`src/rtl/fqir_pkg.sv`:
```
// Package for the FIFO queue with insert and replace.
// Holds sizes, operation and status codes, channel structs and the cell command.
// Depends on nothing.
`timescale 1ns / 1ps

package fqir_pkg;

   localparam int DEPTH   = 256;
   localparam int IDX_W   = $clog2(DEPTH);
   localparam int CNT_W   = $clog2(DEPTH + 1);
   localparam int POS_W   = (CNT_W > 9) ? CNT_W : 9;
   localparam int WORD_W  = 32;
   localparam int SUM_W   = 40;
   localparam int ENTRY_W = 9;

   localparam logic [2:0] OP_ENQUEUE = 3'd0;
   localparam logic [2:0] OP_DEQUEUE = 3'd1;
   localparam logic [2:0] OP_INSERT  = 3'd2;
   localparam logic [2:0] OP_REPLACE = 3'd3;
   localparam logic [2:0] OP_QUERY   = 3'd4;

   localparam logic [1:0] STATUS_OK    = 2'd0;
   localparam logic [1:0] STATUS_EMPTY = 2'd1;
   localparam logic [1:0] STATUS_FULL  = 2'd2;

   localparam logic [1:0] CELL_HOLD   = 2'd0;
   localparam logic [1:0] CELL_APPEND = 2'd1;
   localparam logic [1:0] CELL_SHIFT  = 2'd2;
   localparam logic [1:0] CELL_INSERT = 2'd3;

   typedef struct packed {
      logic [2:0]               op;
      logic signed [WORD_W-1:0] value;
      logic signed [WORD_W-1:0] new_value;
      logic [8:0]               position;
   } req_type;

   typedef struct packed {
      logic [1:0]               status;
      logic signed [WORD_W-1:0] out_value;
      logic [ENTRY_W-1:0]       entry_count;
      logic signed [SUM_W-1:0]  even_total;
      logic signed [SUM_W-1:0]  odd_total;
   } rsp_type;

   typedef struct packed {
      logic [1:0]        mode;
      logic [WORD_W-1:0] value;
      logic [POS_W-1:0]  position;
   } cell_cmd_type;

   function automatic logic signed [SUM_W-1:0] sext_word(input logic [WORD_W-1:0] w);
      sext_word = {{(SUM_W - WORD_W){w[WORD_W-1]}}, w};
   endfunction

endpackage

```
`src/rtl/fqir_cell.sv`:
```
// One storage cell of the queue chain: a valid bit and one word.
// Takes from its neighbors on shift or insert; uses fqir_pkg.
`timescale 1ns / 1ps

module fqir_cell
   import fqir_pkg::*;
(
   input  logic               clock,
   input  logic               reset,
   input  cell_cmd_type       cmd,
   input  logic [IDX_W-1:0]   cell_index,
   input  logic               prev_valid,
   input  logic [WORD_W-1:0]  prev_data,
   input  logic               next_valid,
   input  logic [WORD_W-1:0]  next_data,
   output logic               valid,
   output logic [WORD_W-1:0]  data
);

   logic              valid_ff, valid_in;
   logic [WORD_W-1:0] data_ff, data_in;
   logic [POS_W-1:0]  idx;

   assign idx = POS_W'(cell_index);

   always_comb begin
      valid_in = valid_ff;
      data_in  = data_ff;
      case (cmd.mode)
         CELL_APPEND: begin
            if (!valid_ff && prev_valid) begin
               valid_in = 1'b1;
               data_in  = cmd.value;
            end
         end
         CELL_SHIFT: begin
            valid_in = next_valid;
            data_in  = next_data;
         end
         CELL_INSERT: begin
            if (idx > cmd.position) begin
               valid_in = prev_valid;
               data_in  = prev_data;
            end else if (idx == cmd.position) begin
               valid_in = 1'b1;
               data_in  = cmd.value;
            end
         end
         default: begin
         end
      endcase
   end

   always_ff @(posedge clock) begin
      if (reset) begin
         valid_ff <= 1'b0;
      end else begin
         valid_ff <= valid_in;
      end
      data_ff <= data_in;
   end

   assign valid = valid_ff;
   assign data  = data_ff;

endmodule

```
`config.mk`:
```
export PLATFORM = sky130hd
export DESIGN_NAME = fqir_cell
export DESIGN_NICKNAME = d
export VERILOG_FILES = /design/src/rtl/fqir_pkg.sv /design/src/rtl/fqir_cell.sv
export SDC_FILE = /design/constraint.sdc
export NUM_CORES = 1
export LEC_CHECK = 0
export BUFFER_PORTS_ARGS = -buffer_cell sky130_fd_sc_hd__buf_2
export CORE_MARGIN = 5
export CORE_UTILIZATION = 45
export CTS_BUF_LIST = sky130_fd_sc_hd__clkbuf_16
export CTS_CLUSTER_DIAMETER = 60
export CTS_CLUSTER_SIZE = 30
export DETAILED_ROUTE_END_ITERATION = 12
export PLACE_DENSITY = 0.86
export SYNTH_ARGS = -nofsm -noshare
export SYNTH_HDL_FRONTEND = slang
export SYNTH_SLANG_ARGS = --single-unit
```
`constraint.sdc`:
```
create_clock -name clock -period 5.4 [get_ports clock]
set_clock_uncertainty 0.2 [all_clocks]
set_input_delay 0.54 -clock clock [delete_from_list [all_inputs] [get_ports clock]]
set_output_delay 0.54 -clock clock [all_outputs]
set_load 0.05 [all_outputs]
```
# Word level (Yosys, flattened, before mapping)
# Cells that the tools add are included.
# Widths: inputs -> output; s select.
# totals
reg_bits	33
inputBits	119
# classes
magnitude_cmp	1
eq_ne	6
n_mux	8
n_reduce_logical	4
# op_table
op	count
$mux 32	3
$pmux 32 s3	1
$eq 8x9->1	1
$gt 8x9->1	1
$eq 2x2->1 const B	2
$mux 1	3
$ne 3x3->1 const B	1
$pmux 1 s3	1
$reduce_and 3->1	1
$reduce_bool 3->1	1
$eq 2x1->1 const B	1
$ne 2x2->1 const B	1
$logic_and 1x1->1	1
$logic_not 1->1	1

# Depth between registers and ports, before layout
# depth
word_depth	4
ltp_mapped	8
depth_no_buf	7

# Worst setup path after synthesis
# OpenSTA, ideal clock, no wires.
# synth_path
kind	input to register
start	input cmd[6] (netlist bit)
end	register data_ff[0] (netlist: data[0]), enable pin
setup_ns	0.432
t_arrival_ns	2.971
required_ns	4.768
slack_ns	1.797
cell_stages	6
n_path_buf	0
path_cell_list	inv_1 ha_1 and4b_1 o21ba_2 a21o_1 a21oi_1
# synth_between
elab_chain_cells	3
# synth_rtl
item	line_no	rtl
start, declared	fqir_cell.sv:10	input cell_cmd_type cmd,
$gt 8x9->1 / $eq 8x9->1 (equally long branches)	fqir_cell.sv:41, fqir_cell.sv:44	
$ne 3x3->1 (no source line) *	--	
$reduce_and 3->1 (no source line) *	--	
end signal, assigned	fqir_cell.sv:60	data_ff <= data_in;
end, declared	fqir_cell.sv:21	logic [WORD_W-1:0] data_ff, data_in;
# Every way passes the cells marked *; elsewhere a longest branch is shown, timed or not.
# A chain may end at the register's enable or synchronous reset.

# Worst setup path after layout
# layout_path
start	input cmd[4] (netlist bit)
end	register data_ff[4] (netlist: data[4]) (data pin)
# layout_between
elab_chain_cells	3
# layout_rtl
item	line_no	rtl
$gt 8x9->1	fqir_cell.sv:41	if (idx > cmd.position) begin
$mux 32	fqir_cell.sv:41	
$pmux 32 s3	fqir_cell.sv:29	case (cmd.mode)
named net data_in[4]	fqir_cell.sv:21	
# The timed path passes the listed nets, and every way through them passes these cells.

==> flow_metrics.tcl <==
set metrics [dict create \
    cap_violations 0 \
    drive_above_1_share 0.592 \
    cts_htree_levels 2 \
    grt_pass1_wl_mm 9.58 \
    cp-startpoint "cmd[4]" \
    status "finished clean" \
    cts_root_buf "clkbuf_16" \
    reg2reg_from "valid$_SDFFE_PP0P_" \
    yosysWarnings 0 \
    drtPass1Iterations 4 \
    routed_wl_mm 6.33 \
    max-slew-margin-rel 0.306 \
    leakage_uw 0.00136 \
    max_slew.worst_pin.slew_ps 1040 \
    stdcell_count 398 \
    cts_buffer_depth 2 \
    synth_cell_types 28 \
    overflow 0 \
    start_kind "primary input" \
    crit_arrival_ps 2970 \
    worstSetupEndpointType "flip-flop" \
    avgSynthCellArea_sq_um 11.8 \
    grt_max_degree 38 \
    synthCells 188 \
    placed_cells_incl_taps 390 \
    finalWorstSetupSlack_ps 2320 \
    postCtsSetupRepairBufs 0 \
    grt_pass1_vias 2288 \
    critPathKind "in -> reg" \
    numPortBuffers 151 \
    routedWlPerCell_um 15.9 \
    ys_ff_latch 33 \
    ir_drop_uv 221 \
    initial_core_util 0.465 \
    syn-num-nets 315 \
    final_common_cell "buf_2" \
    coreArea_sq_um 4750 \
    grt_usage 0.187 \
    power_density_nw_per_um2 295 \
    die-area_sq_um 6420 \
    area_growth_pct 39.4 \
    drc 0 \
    fmax_mhz 325 \
    antenna_cells 0 \
    cp_max_fo 17 \
    hold_start "reset" \
    viasPerCell 5.52 \
    synth_top_cell_by_area "edfxtp_1" \
    num_vias 2197 \
    cts_buffers 5 \
    nets 457 \
    min_period_ps 3080 \
    setup_viol 0 \
    drv_slew 0 \
    syn_area_sq_um 2210 \
    fp-row-count 25 \
    cp.required_ps 5300 \
    post-place-ws_ps 2030 \
    synth_seq_area_share 0.443 \
    pin_count 152 \
    grt_antenna_before_repair 0 \
    ctsResizeCount 0 \
    hold_ws_ps 242 \
    cts_sinks 33 \
    gp_congestion 0.708 \
    holdCritPathClass "in -> reg" \
    rsz0062_at_grt "false" \
    clock_latency_ps 260 \
    yosysTopAreaCellShare 0.434 \
    hpwlAfterDp_mm 4.82 \
    die_y_um 80.1 \
    power.total_uw 911 \
    finalSetupTns_ps 0 \
    synthTopCellsByArea "edfxtp_1, o22ai_2, o22ai_1" \
    ant_nets 0 \
    fin_crit_sh 0.570 \
    drt_iter0_markers 74 \
    layout_common_cells "buf_2, o22ai_1, a21oi_1, edfxtp_1, o22ai_2" \
    path_clk_slew_ps 50 \
    hold_viol_final 0 \
    postCtsHoldBufs 0 \
    die_w_um 80.1 \
    cts_tree "done" \
]
-- final timing paths --
path	end	slack, ps	depth (start not counted)
setup / recovery	data[4]$_DFFE_PP_	2320	9
hold / removal	valid$_SDFFE_PP0P_	240	2
setup reg to reg	data[12]$_DFFE_PP_	3480	3
hold reg to reg	valid$_SDFFE_PP0P_	390	2
-- kinds of logic after synthesis --
family,count (synthesis),synth area share
AO/OA/AOI/OAI,110,0.397
AND/OR/NAND/NOR,7,0.0198
multiplexers,1,0.00453
flip-flops,33,0.443
buffers and inverters,29,0.0899
adder cells (fa/ha/maj),8,0.0453
-- power by group --
part / total (uW) / switching [uW] / internal, uW / leakage [uW]
Sequential: 322 / 6.25 / 316 / 0.000319
Combinational: 283 / 184 / 98.9 / 0.000962
Clock: 306 / 91.8 / 214 / 0.0000826
Total: 911 / 282 / 629 / 0.00136
-- state kept, by name (all words and copies together) (netlist names) --
| name | flops |
|---|---|
| data | 32 |
| valid | 1 |
-- critical path, stage by stage --
cell and delay (ps):
buf_2 70, inv_1 40, ha_1 330, and4_1 180, and3_2 250, a211oi_4 800
buf_4 430, o22ai_2 100, a21oi_1 220
-- through the flow --
stage                     utilization  instance area, sq um
after floorplan                     -                  2210
after global placement          0.614                  2920
after detailed placement        0.614                  2920
after CTS                       0.649                  3080
after global routing            0.649                  3080
final                           0.649                  3080
-- cells in the mapped netlist --
cell and n:
o22ai_2 30, buf_2 4, o21bai_1 1, a21oi_1 34, mux2i_1 1, inv_1 11
a21o_1 2, and4b_1 1, o21ba_2 1, a2111o_1 1, a211oi_1 2, ha_1 8
and4_1 1, nand2_1 1, a31oi_1 1, o21a_2 1, dfxtp_1 1, a2111oi_1 1
buf_6 8, a211oi_4 1, clkbuf_1 1, a32oi_2 1, nand2b_1 1, nor2_1 2
o22ai_1 34, and3_2 1, edfxtp_1 32, dlygate4sd1_1 5
-- final cells by class --
| cell class | instances | area [sq um] |
|---|---|---|
| well taps | 67 | 83.8 |
| fillers | 411 | 1670 |
| multi-input cells | 126 | 1040 |
| inverters | 11 | 41.3 |
| clock buffers | 5 | 125 |
| flip-flops and latches | 33 | 981 |
| repair buffers | 153 | 771 |
| clock inverters | 3 | 37.5 |
-- metal layers --
layer	track usage	routed length (um)	vias up
met2	0.365	3350	113
met4	0.0270	19	0
li1	-	-	1054
met3	0.0482	526	2
met1	0.203	2430	1028
met5	0	0	-
Note: power is estimated with default switching activity, not from simulation.
